[src/rtl/siq_pkg.sv]
// Shared types and command codes for the sorted insert queue.
`default_nettype none

package siq_pkg;

   typedef enum logic [1:0] {
      CMD_APPEND = 2'd0,
      CMD_REMOVE = 2'd1,
      CMD_INSERT = 2'd2,
      CMD_NONE   = 2'd3
   } cmd_type;

   localparam int unsigned ValueWidth = 8;
   localparam int unsigned CountWidth = 4;

   typedef struct packed {
      cmd_type                command;
      logic [ValueWidth-1:0]  value;
   } req_type;

   typedef struct packed {
      logic [ValueWidth-1:0]  front_value;
      logic [CountWidth-1:0]  count;
      logic                   empty_res;
      logic                   full_res;
      logic                   refused;
   } rsp_type;

   // Operation broadcast to every cell; refused commands arrive as CMD_NONE.
   typedef struct packed {
      cmd_type                op;
      logic [ValueWidth-1:0]  value;
   } ctl_type;

endpackage

`default_nettype wire

[src/rtl/siq_cell.sv]
// One queue slot: holds an entry and shifts to or from its neighbors.
`default_nettype none

module siq_cell #(
   parameter int unsigned DEPTH = 8,
   parameter int unsigned IDX   = 0
) (
   input  wire logic                            clock,
   input  wire siq_pkg::ctl_type                ctl,
   input  wire logic [$clog2(DEPTH+1)-1:0]      occ,
   input  wire logic [siq_pkg::ValueWidth-1:0]  prev_slot,
   input  wire logic [siq_pkg::ValueWidth-1:0]  next_slot,
   input  wire logic                            pass_in,
   output logic                                 pass_out,
   output logic [siq_pkg::ValueWidth-1:0]       slot_q,
   output logic [siq_pkg::ValueWidth-1:0]       slot_next
);
   import siq_pkg::*;

   localparam int unsigned CW = $clog2(DEPTH+1);

   logic [ValueWidth-1:0] slot_ff;
   logic [ValueWidth-1:0] slot_in;
   logic                  in_use;
   logic                  mine_pass;

   assign in_use    = CW'(IDX) < occ;
   // The new value goes past this entry only if it is strictly greater.
   assign mine_pass = in_use && (ctl.value > slot_ff);
   assign pass_out  = pass_in && mine_pass;

   always_comb begin
      slot_in = slot_ff;
      case (ctl.op)
         CMD_APPEND: begin
            if (occ == CW'(IDX)) slot_in = ctl.value;
         end
         CMD_REMOVE: begin
            slot_in = next_slot;
         end
         CMD_INSERT: begin
            if (pass_in && !mine_pass) begin
               slot_in = ctl.value;
            end else if (!pass_in) begin
               slot_in = prev_slot;
            end
         end
         default: begin
            slot_in = slot_ff;
         end
      endcase
   end

   always_ff @(posedge clock) begin
      slot_ff <= slot_in;
   end

   assign slot_q    = slot_ff;
   assign slot_next = slot_in;

endmodule

`default_nettype wire

[src/rtl/sorted_insert_queue_unit.sv]
// Top level of the sorted insert queue: a row of slot cells and the fill count.
//
// A bounded queue of byte entries, front first. A transaction is taken at a
// rising edge with start high and busy low; busy is always low, so one
// command may be issued every cycle. Commands: append at the rear, remove
// the front, or insert before the first entry not less than the value.
// Appends and inserts on a full queue, and removes on an empty one, leave
// the state alone and set refused.
// Exactly one result follows each transaction, on rsp_item with rsp_valid
// high for one cycle, in the cycle after the command. The insert position
// is found by a ripple of compares through the row of DEPTH cells, which
// all update in the same cycle.
// The result reports the front entry, the count, empty, full and refused,
// as seen after the command. The receiver cannot stall the result.
// Reset empties the queue; slot contents are left as they are.
`default_nettype none

module sorted_insert_queue_unit #(
   parameter int unsigned DEPTH = 8
) (
   input  wire logic       clock,
   input  wire logic       reset,
   input  wire logic       start,
   output logic            busy,
   input  wire siq_pkg::req_type req_item,
   output logic            rsp_valid,
   output siq_pkg::rsp_type rsp_item
);
   import siq_pkg::*;

   localparam int unsigned CW = $clog2(DEPTH+1);

   logic [CW-1:0]          occ_ff;
   logic [CW-1:0]          occ_in;
   logic                   valid_ff;
   rsp_type                rsp_ff;
   rsp_type                rsp_in;
   ctl_type                ctl;
   logic                   take;
   logic                   full;
   logic                   empty;
   logic                   refuse;
   logic [DEPTH:0]         pass;
   logic [ValueWidth-1:0]  slot_q    [DEPTH];
   logic [ValueWidth-1:0]  slot_next [DEPTH];

   assign busy  = 1'b0;
   assign take  = start && !busy;
   assign full  = occ_ff == CW'(DEPTH);
   assign empty = occ_ff == '0;

   always_comb begin
      refuse = 1'b0;
      occ_in = occ_ff;
      case (req_item.command)
         CMD_APPEND, CMD_INSERT: begin
            refuse = full;
            if (!full) occ_in = occ_ff + CW'(1);
         end
         CMD_REMOVE: begin
            refuse = empty;
            if (!empty) occ_in = occ_ff - CW'(1);
         end
         default: begin
            refuse = 1'b0;
         end
      endcase
   end

   always_comb begin
      ctl.value = req_item.value;
      ctl.op    = (take && !refuse) ? req_item.command : CMD_NONE;
   end

   assign pass[0] = 1'b1;

   for (genvar i = 0; i < DEPTH; i++) begin : g_cell
      logic [ValueWidth-1:0] prev_slot;
      logic [ValueWidth-1:0] next_slot;
      if (i == 0) begin : g_first
         assign prev_slot = req_item.value;
      end else begin : g_mid
         assign prev_slot = slot_q[i-1];
      end
      if (i == DEPTH-1) begin : g_last
         assign next_slot = slot_q[i];
      end else begin : g_inner
         assign next_slot = slot_q[i+1];
      end
      siq_cell #(
         .DEPTH (DEPTH),
         .IDX   (i)
      ) u_cell (
         .clock     (clock),
         .ctl       (ctl),
         .occ       (occ_ff),
         .prev_slot (prev_slot),
         .next_slot (next_slot),
         .pass_in   (pass[i]),
         .pass_out  (pass[i+1]),
         .slot_q    (slot_q[i]),
         .slot_next (slot_next[i])
      );
   end

   always_comb begin
      rsp_in.front_value = (occ_in != '0) ? slot_next[0] : '0;
      rsp_in.count       = CountWidth'(occ_in);
      rsp_in.empty_res   = occ_in == '0;
      rsp_in.full_res    = occ_in == CW'(DEPTH);
      rsp_in.refused     = refuse;
   end

   always_ff @(posedge clock) begin
      if (reset) begin
         occ_ff   <= '0;
         valid_ff <= 1'b0;
      end else begin
         valid_ff <= take;
         if (take) occ_ff <= occ_in;
      end
   end

   always_ff @(posedge clock) begin
      if (take) rsp_ff <= rsp_in;
   end

   assign rsp_valid = valid_ff;
   assign rsp_item  = rsp_ff;

endmodule

`default_nettype wire

[config.mk]
export PLATFORM = sky130hd
export DESIGN_NAME = sorted_insert_queue_unit
export DESIGN_NICKNAME = d
export VERILOG_FILES = /design/src/rtl/siq_pkg.sv /design/src/rtl/siq_cell.sv /design/src/rtl/sorted_insert_queue_unit.sv
export SDC_FILE = /design/constraint.sdc
export NUM_CORES = 1
export LEC_CHECK = 0
export BUFFER_PORTS_ARGS = -buffer_cell sky130_fd_sc_hd__buf_2
export CAP_MARGIN = 20
export CORE_ASPECT_RATIO = 1.25
export CORE_MARGIN = 2
export CORE_UTILIZATION = 26
export CTS_CLUSTER_SIZE = 20
export DETAILED_ROUTE_END_ITERATION = 16
export SYNTH_ARGS = -nofsm -noshare
export SYNTH_HDL_FRONTEND = slang
export SYNTH_SLANG_ARGS = --single-unit
[constraint.sdc]
create_clock -name clock -period 3.35 [get_ports clock]
set_input_delay 0.5025 -clock clock [delete_from_list [all_inputs] [get_ports clock]]
set_output_delay 0.5025 -clock clock [all_outputs]
set_load 0.01 [all_outputs]
# After elaboration in Yosys (flattened, before gate mapping)
# Cells that the tools add are included.
[op_classes] reduce_logical=45 n_eq_ne=27 n_lt_le_gt_ge=16 muxes=36 n_addsub=2
[op_table] op="8-bit 2-to-1 mux" count=23
[op_table] op="8-bit case mux with 3 select lines" count=7
[op_table] op="8-bit > comparator" count=8
[op_table] op="1-bit logical AND" count=22
[op_table] op="3-bit inequality test (second input constant)" count=7
[op_table] op="3-bit AND reduction" count=7
[op_table] op="4-bit by 3-bit equality test with 1-bit output (second input constant)" count=4
[op_table] op="3-bit by 4-bit less-than comparator with 1-bit output (first input constant)" count=4
[op_table] op="8-bit case mux with 2 select lines" count=1
[op_table] op="2-bit by 1-bit inequality test with 1-bit output (second input constant)" count=7
[op_table] op="4-bit by 2-bit equality test with 1-bit output (second input constant)" count=2
[op_table] op="4-bit equality test (second input constant)" count=2
[op_table] op="1-bit logical NOT" count=8
[op_table] op="4-bit logical NOT" count=2
[op_table] op="1-bit by 4-bit less-than comparator with 1-bit output (first input constant)" count=2
[op_table] op="2-bit by 4-bit less-than comparator with 1-bit output (first input constant)" count=2
[op_table] op="4-bit 2-to-1 mux" count=2
[op_table] op="4-bit case mux with 2 select lines" count=1
[op_table] op="4-bit by 1-bit adder with 4-bit output (second input constant)" count=1
[op_table] op="2-bit by 1-bit equality test with 1-bit output (second input constant)" count=2
[op_table] op="2-bit equality test (second input constant)" count=2
[op_table] op="4-bit by 1-bit equality test with 1-bit output (second input constant)" count=1
[op_table] op="2-bit logical NOT" count=2
[op_table] op="4-bit nonzero test" count=1
[op_table] op="6 further kinds" count=6
[totals] elab_cells=141 out_inout_bits=17 ff_bits=84 input_bits=13

# Logic depth before layout (Yosys ltp)
[logic_depth] depth_word=11 depth_mapped=14 ltp_nobuf=12

# By module
# From an unflattened synthesis, not the netlist that was laid out.
[hier_totals] cells_unflattened=1259 area_unflattened_um2=9414.0
[by_module_without_submodules] module="siq_cell at g_cell[5].u_cell" cells_per_inst=151 seq_area_each_um2=160.2 area_per_inst_um2=1103.6 instances=1
[by_module_without_submodules] module="siq_cell at g_cell[2].u_cell" cells_per_inst=151 seq_area_each_um2=160.2 area_per_inst_um2=1099.8 instances=1
[by_module_without_submodules] module="siq_cell at g_cell[3].u_cell" cells_per_inst=150 seq_area_each_um2=160.2 area_per_inst_um2=1063.5 instances=1
[by_module_without_submodules] module="siq_cell at g_cell[0].u_cell" cells_per_inst=158 seq_area_each_um2=160.2 area_per_inst_um2=1058.5 instances=1
[by_module_without_submodules] module="sorted_insert_queue_unit" cells_per_inst=96 seq_area_each_um2=550.5 area_per_inst_um2=1057.3 instances=1
[by_module_without_submodules] module="siq_cell at g_cell[7].u_cell" cells_per_inst=149 seq_area_each_um2=160.2 area_per_inst_um2=1048.5 instances=1
[by_module_without_submodules] module="siq_cell at g_cell[6].u_cell" cells_per_inst=134 seq_area_each_um2=160.2 area_per_inst_um2=1028.5 instances=1
[by_module_without_submodules] module="siq_cell at g_cell[4].u_cell" cells_per_inst=154 seq_area_each_um2=160.2 area_per_inst_um2=1018.5 instances=1
[by_module_without_submodules] module="siq_cell at g_cell[1].u_cell" cells_per_inst=116 seq_area_each_um2=160.2 area_per_inst_um2=935.9 instances=1

# Least setup slack after synthesis
# No wires, ideal clock.
[synth_path] kind="register to register" startpoint="reg occ_ff[0]" endpoint="reg g_cell[6].u_cell.slot_ff[0] (enable)" t_arrival_ns=2.978 setup_slack_ns=-0.015 t_required_ns=2.964 path_stages_with_launch=12 setup_ns=0.386 synth_period_minus_slack_ns=3.365 path_buffers=2 path_cell_list="dfxtp_1 -> clkbuf_1 -> inv_1 -> ha_1 -> nor2b_1 -> and2_1 -> or3_1 -> ha_1 -> inv_1 -> clkbuf_1 -> nor4_1 -> a211oi_1"
[synth_via] elab_cells_between_ends=35 cone_classes="7 x order compare; 6 x eq/ne; 2 x mux; 20 x reduce/logical"
[synth_lines] element="start: declaration" line="sorted_insert_queue_unit.sv:33" text="logic [CW-1:0] occ_ff;"
[synth_lines] element="start signal: assignment" line="sorted_insert_queue_unit.sv:120" text="if (take) occ_ff <= occ_in;"
[synth_lines] element="4-bit equality test or 4-bit logical NOT (tied branches)" line="sorted_insert_queue_unit.sv:49, sorted_insert_queue_unit.sv:50"
[synth_lines] element="1-bit case mux with 2 select lines *" line="sorted_insert_queue_unit.sv:55" text="case (req_item.command)"
[synth_lines] element="net refuse" line="sorted_insert_queue_unit.sv:42" text="logic refuse;"
[synth_lines] element="1-bit logical NOT *" line="sorted_insert_queue_unit.sv:72" text="ctl.op = (take && !refuse) ? req_item.command : CMD_NONE;"
[synth_lines] element="1-bit logical AND *" line="sorted_insert_queue_unit.sv:72"
[synth_lines] element="2-bit 2-to-1 mux *" line="sorted_insert_queue_unit.sv:72"
[synth_lines] element="2-bit equality test (tied with other cells)" line="siq_cell.sv:34" text="case (ctl.op)"
[synth_lines] element="3-bit inequality test (no line) (tied with other cells)"
[synth_lines] element="3-bit AND reduction (no line) *"
[synth_lines] element="end signal: assignment" line="siq_cell.sv:55" text="slot_ff <= slot_in;"
[synth_lines] element="end: declaration" line="siq_cell.sv:22" text="logic [ValueWidth-1:0] slot_ff;"
# Mark *: on every way through the listed nets, which the timed path passes. The rest lies on a longest branch.
# A chain may end at the register's enable or synchronous reset.

# Worst setup path after layout
[layout_path] startpoint="reg occ_ff[1]" endpoint="reg g_cell[2].u_cell.slot_ff[0], data pin"
[layout_via] elab_chain_len=7 elab_cells_between_ends=20 cone_classes="3 x order compare; 3 x eq/ne; 4 x mux; 10 x reduce/logical"
[layout_lines] element="4-bit equality test or 4-bit logical NOT (tied branches)" line="sorted_insert_queue_unit.sv:49, sorted_insert_queue_unit.sv:50"
[layout_lines] element="1-bit case mux with 2 select lines *" line="sorted_insert_queue_unit.sv:55"
[layout_lines] element="net refuse" line="sorted_insert_queue_unit.sv:42"
[layout_lines] element="1-bit logical NOT *" line="sorted_insert_queue_unit.sv:72"
[layout_lines] element="1-bit logical AND *" line="sorted_insert_queue_unit.sv:72"
[layout_lines] element="2-bit 2-to-1 mux *" line="sorted_insert_queue_unit.sv:72"
[layout_lines] element="2-bit equality test (tied with other cells)" line="siq_cell.sv:34"
[layout_lines] element="8-bit case mux with 3 select lines *" line="siq_cell.sv:34"
[layout_lines] element="net g_cell[2].u_cell.slot_next (one bit)" line="siq_cell.sv:16" text="output logic [siq_pkg::ValueWidth-1:0] slot_next"
[layout_lines] element="end signal: assignment" line="siq_cell.sv:55"
[layout_lines] element="end: declaration" line="siq_cell.sv:22"
# Marked as above.

==> key figures <==
Status
  – Status: complete, no violations

Synthesis
  – Cell Area, Synth: 6300 µm²
  – Proportion of synthesized chip area in sequential cells: 38.0%
  – Fraction of synthesized area in multiplexers: 2.56%
  – List of most frequent post-synthesis cells: 77 x sky130_fd_sc_hd__a21oi_1, 72 x sky130_fd_sc_hd__ha_1, 71 x sky130_fd_sc_hd__edfxtp_1
  – Number of flops mapped to enable cells by yosys: 71
  – Yosys Warn Count: 0
  – Post-synth ARST share: 0%
  – Most area-consuming cells after synthesis: sky130_fd_sc_hd__edfxtp_1 34%, sky130_fd_sc_hd__ha_1 14%, sky130_fd_sc_hd__a21oi_1 6.1%, sky130_fd_sc_hd__o211ai_1 5.4%, sky130_fd_sc_hd__dfxtp_1 4.1%
  – Fraction of the mapped netlist area in adder cells: 14.3%
  – Fraction of the mapped netlist area in compound gates: 25.5%
  – Synth top area share: 33.8%
  – Primary flip-flop cell chosen by synthesis mapping: sky130_fd_sc_hd__edfxtp_1
  – Dominant combinational cell family by area after synthesis: compound AO/OA/AOI/OAI gates
  – Post-Syn Area per Cell: 9.32 µm²
  – Count of state elements after synthesis: 84
  – Mapped Cells: 676
  – Most numerous cell in the Yosys netlist: sky130_fd_sc_hd__a21oi_1
  – Net count after synthesis: 761
  – Fraction of the mapped netlist area in simple logic gates: 12.9%
  – Cell type with the highest aggregate area in the netlist: sky130_fd_sc_hd__edfxtp_1
  – Post-synthesis xor/xnor area fraction: 0.417%
  – Number of distinct library cells after synthesis: 55

Timing
  – Total count of hold-check failures in the final report: 0
  – Aggregate negative setup slack: 0 ns
  – RSZ-0062 raised after global routing: no
  – Tcrit/Tclk final: 92.4%
  – Final Skew: 0.00708 ns
  – Min Tclk post-route: 3.10 ns
  – Relative slew slack: 44.0%
  – Top achievable clock speed: 323 MHz
  – Setup ws final: 0.254 ns
  – Pins Over Slew Limit: 0
  – Number of failing setup endpoints in the final timing report: 0
  – Worst-Margin Slew: 0.837 ns

Critical path
  – Instance count on the critical path: 10
  – Capturing point of the worst reg2reg path: g_cell[2].u_cell.slot_q[0]$_DFFE_PP_
  – Data arrival, critical path: 3.29 ns
  – Worst setup path endpoint: g_cell[2].u_cell.slot_q[0]$_DFFE_PP_
  – Critical path, cell by cell: inv_1 > ha_1 > nor2b_1 > and2_1 > or3_1 > ha_1 > inv_1 > a31oi_1 > a22oi_1 > o21ai_0
  – Origin of the critical flop-to-flop path: occ_ff[1]$_SDFFE_PP0P_
  – Critical path required time: 3.55 ns
  – Reg2Reg Depth: 10
  – R2r setup slk: 0.25 ns
  – Delay of the slowest cell on the worst path: 0.66 ns
  – Cell class contributing the biggest share of worst-path delay: compound AO/OA/AOI/OAI gates
  – Slowest cell on the critical path: sky130_fd_sc_hd__a31oi_1
  – Element type at the critical path start: flop
  – Largest fanout of any net on the critical path: 7
  – CP startpoint: occ_ff[1]$_SDFFE_PP0P_
  – Critical path type: flop to flop
  – CP Buf/Inv Count: 2
  – Critical Path Sink Type: flop

Detailed routing
  – Post-detailed-route wirelength per cell: 18.1 µm
  – Number of antenna-violating nets in the routed design: 0
  – Initial DRC Count: 450
  – Ratio of routed vias to standard cells: 5.15
  – DRT Pass-1 Iters: 5
  – Remaining routing DRC violations: 0
  – Routed via count: 5526
  – Total wire length: 19400 µm

Clock network
  – TritonCTS clock tree: built
  – Number of buffers created by CTS: 9
  – Source-to-sink clock delay at the later pin of the worst-skew pair: 0.36 ns
  – Buffer cell driving the clock tree root: sky130_fd_sc_hd__clkbuf_16
  – Count of buffers added by post-CTS timing repair for setup: 0
  – Number of clock sinks: 84
  – Bufs on Longest Clock Path: 2
  – Gates resized, CTS repair: 0
  – Number of hold-repair buffers added at the cts stage: 0
  – H-tree Lvls: 3
  – Worst-path clk slew: 0.06 ns

Power
  – PwrDens: 480 nW/µm²
  – Leakage power: 3.02 nW
  – Maximum ir drop on the vdd rail: 0.271 mV

Finish
  – End-of-flow core utilization: 31.6%
  – Layout overhead on the synthesized area: 19.1%
  – Layout Cells excl Fill: 1074
  – Area of all placed cells without fillers: 7500 µm²
  – Fraction of final layout cells sized beyond drive strength 1: 16.0%
  – Number of nets at the end of the flow: 828

Floorplan
  – Die height: 178 µm
  – Cell Rows: 63
  – Starting density of the core: 26.5%
  – Core ar.: 23700 µm²
  – Die Footprint: 25500 µm²
  – Width of the die: 143 µm
  – I/O pin count: 30

GRT
  – Pin count of the biggest net entering global routing: 34
  – Met2 Usage GRT: 25.0%
  – GRT busiest layer: met2
  – Met1 layer usage reported by global route: 21.3%
  – Via count of the first global-routing pass: 5611
  – Antenna violations before repair: 0
  – Global-route wire length before repair: 30700 µm
  – Met3 layer usage reported by global route: 2.44%
  – Aggregate global routing overflow: 0
  – Total track usage: 15.8%

Place
  – Placed cells: 1057
  – Placer's final routability congestion estimate: 0.880
  – Placed standard-cell area: 7210 µm²
  – Place WS: 0.0673 ns
  – Final HPWL DP: 15000 µm
  – Quantity of I/O buffers inserted on ports: 28

Min path
  – Path class of the lowest-slack min-delay path: input pin to flop
  – Worst Hold Path Cells: 2

Job
  – Maximum capacitance violations: 0
cells in the final DEF (no fill, tap or decap), types with 4 or more instances in the layout:
| cell type | n |
|---|---|
| sky130_fd_sc_hd__a211o_1 | 6 |
| sky130_fd_sc_hd__a211oi_1 | 7 |
| sky130_fd_sc_hd__a21o_1 | 4 |
| sky130_fd_sc_hd__a21oi_1 | 77 |
| sky130_fd_sc_hd__a221oi_1 | 10 |
| sky130_fd_sc_hd__a22oi_1 | 14 |
| sky130_fd_sc_hd__a2bb2oi_1 | 8 |
| sky130_fd_sc_hd__and2_1 | 4 |
| sky130_fd_sc_hd__buf_2 | 28 |
| sky130_fd_sc_hd__buf_4 | 60 |
| sky130_fd_sc_hd__clkbuf_16 | 9 |
| sky130_fd_sc_hd__dfxtp_1 | 13 |
| sky130_fd_sc_hd__edfxtp_1 | 71 |
| sky130_fd_sc_hd__ha_1 | 72 |
| sky130_fd_sc_hd__inv_1 | 68 |
| sky130_fd_sc_hd__mux2_2 | 9 |
| sky130_fd_sc_hd__mux2i_1 | 6 |
| sky130_fd_sc_hd__nand2_1 | 46 |
| sky130_fd_sc_hd__nand3_1 | 22 |
| sky130_fd_sc_hd__nand4_1 | 16 |
| sky130_fd_sc_hd__nor2_1 | 24 |
| sky130_fd_sc_hd__nor2b_1 | 24 |
| sky130_fd_sc_hd__nor3_1 | 5 |
| sky130_fd_sc_hd__o2111ai_1 | 4 |
| sky130_fd_sc_hd__o211ai_1 | 45 |
| sky130_fd_sc_hd__o21a_1 | 6 |
| sky130_fd_sc_hd__o21ai_0 | 40 |
power breakdown:
group,switching [W],total (W),internal (W)
Clock,0.000438,0.00102,0.000578
Combinational,0.000676,0.00115,0.000471
Sequential,0.000110,0.00144,0.00133
Total,0.00122,0.00360,0.00237
layer usage:
layer	wire length (µm)	up-vias	part of all wire, %
li1	-	2697	-
met1	9040	2591	47
met2	8780	195	45
met3	1050	43	5.4
met4	530	0	2.7
met5	0	-	0
cell type report:
type,count,area [µm²]
diodes,1,2.50
clock buffers,10,229
clock inverters,6,63.8
fillers,2473,16200
inverters,68,255
multi-input cells,490,3520
flip-flops and latches,84,2390
well taps,325,407
repair buffers,90,631
logic make-up (layout without fill, tap and decap cells):
logic type | Yosys count | after routing
AO/OA/AOI/OAI | 242 | 242
XOR/XNOR | 3 | 3
adder cells (fa/ha/maj) | 72 | 72
buffers and inverters | 102 | 174
flip-flops | 84 | 84
multiplexers | 15 | 15
other | 1 | 2
AND/OR/NAND/NOR | 157 | 157
registers in the layout (all words and copies together) (netlist names):
name / count
rsp_valid: 1
occ_ff: 4
g_cell.u_cell.slot_q: 64
rsp_item: 15
worst register-to-register path, delay by kind of cell (launching register included):
kind | cells | cell delay [ns]
simple gates | 3 | 0.70
buf+inv | 2 | 0.26
flops | 1 | 0.33
compound gates | 3 | 1.02
fa+ha+maj | 2 | 0.62
worst min-delay path by stage:
stage / from / end / slack, ns
global route: reset / rsp_valid$_SDFF_PP0_ / 0.38
finish: reset / rsp_valid$_SDFF_PP0_ / 0.37
floorplan: g_cell[0].u_cell.slot_q[2]$_DFF_P_ / g_cell[0].u_cell.slot_q[2]$_DFF_P_ / 0.48
detailed placement: g_cell[0].u_cell.slot_q[1]$_DFF_P_ / g_cell[0].u_cell.slot_q[1]$_DFF_P_ / 0.53
global placement: g_cell[0].u_cell.slot_q[1]$_DFF_P_ / g_cell[0].u_cell.slot_q[1]$_DFF_P_ / 0.53
CTS: reset / rsp_valid$_SDFF_PP0_ / 0.37
metrics by stage:
stage               power, W  hold slack (ns)
floorplan            0.00214            0.480
global placement     0.00258            0.535
CTS                  0.00360            0.369
finish               0.00360            0.370
global route         0.00379            0.381
detailed placement   0.00259            0.533
No activity file was read; power rests on OpenSTA's default activity.
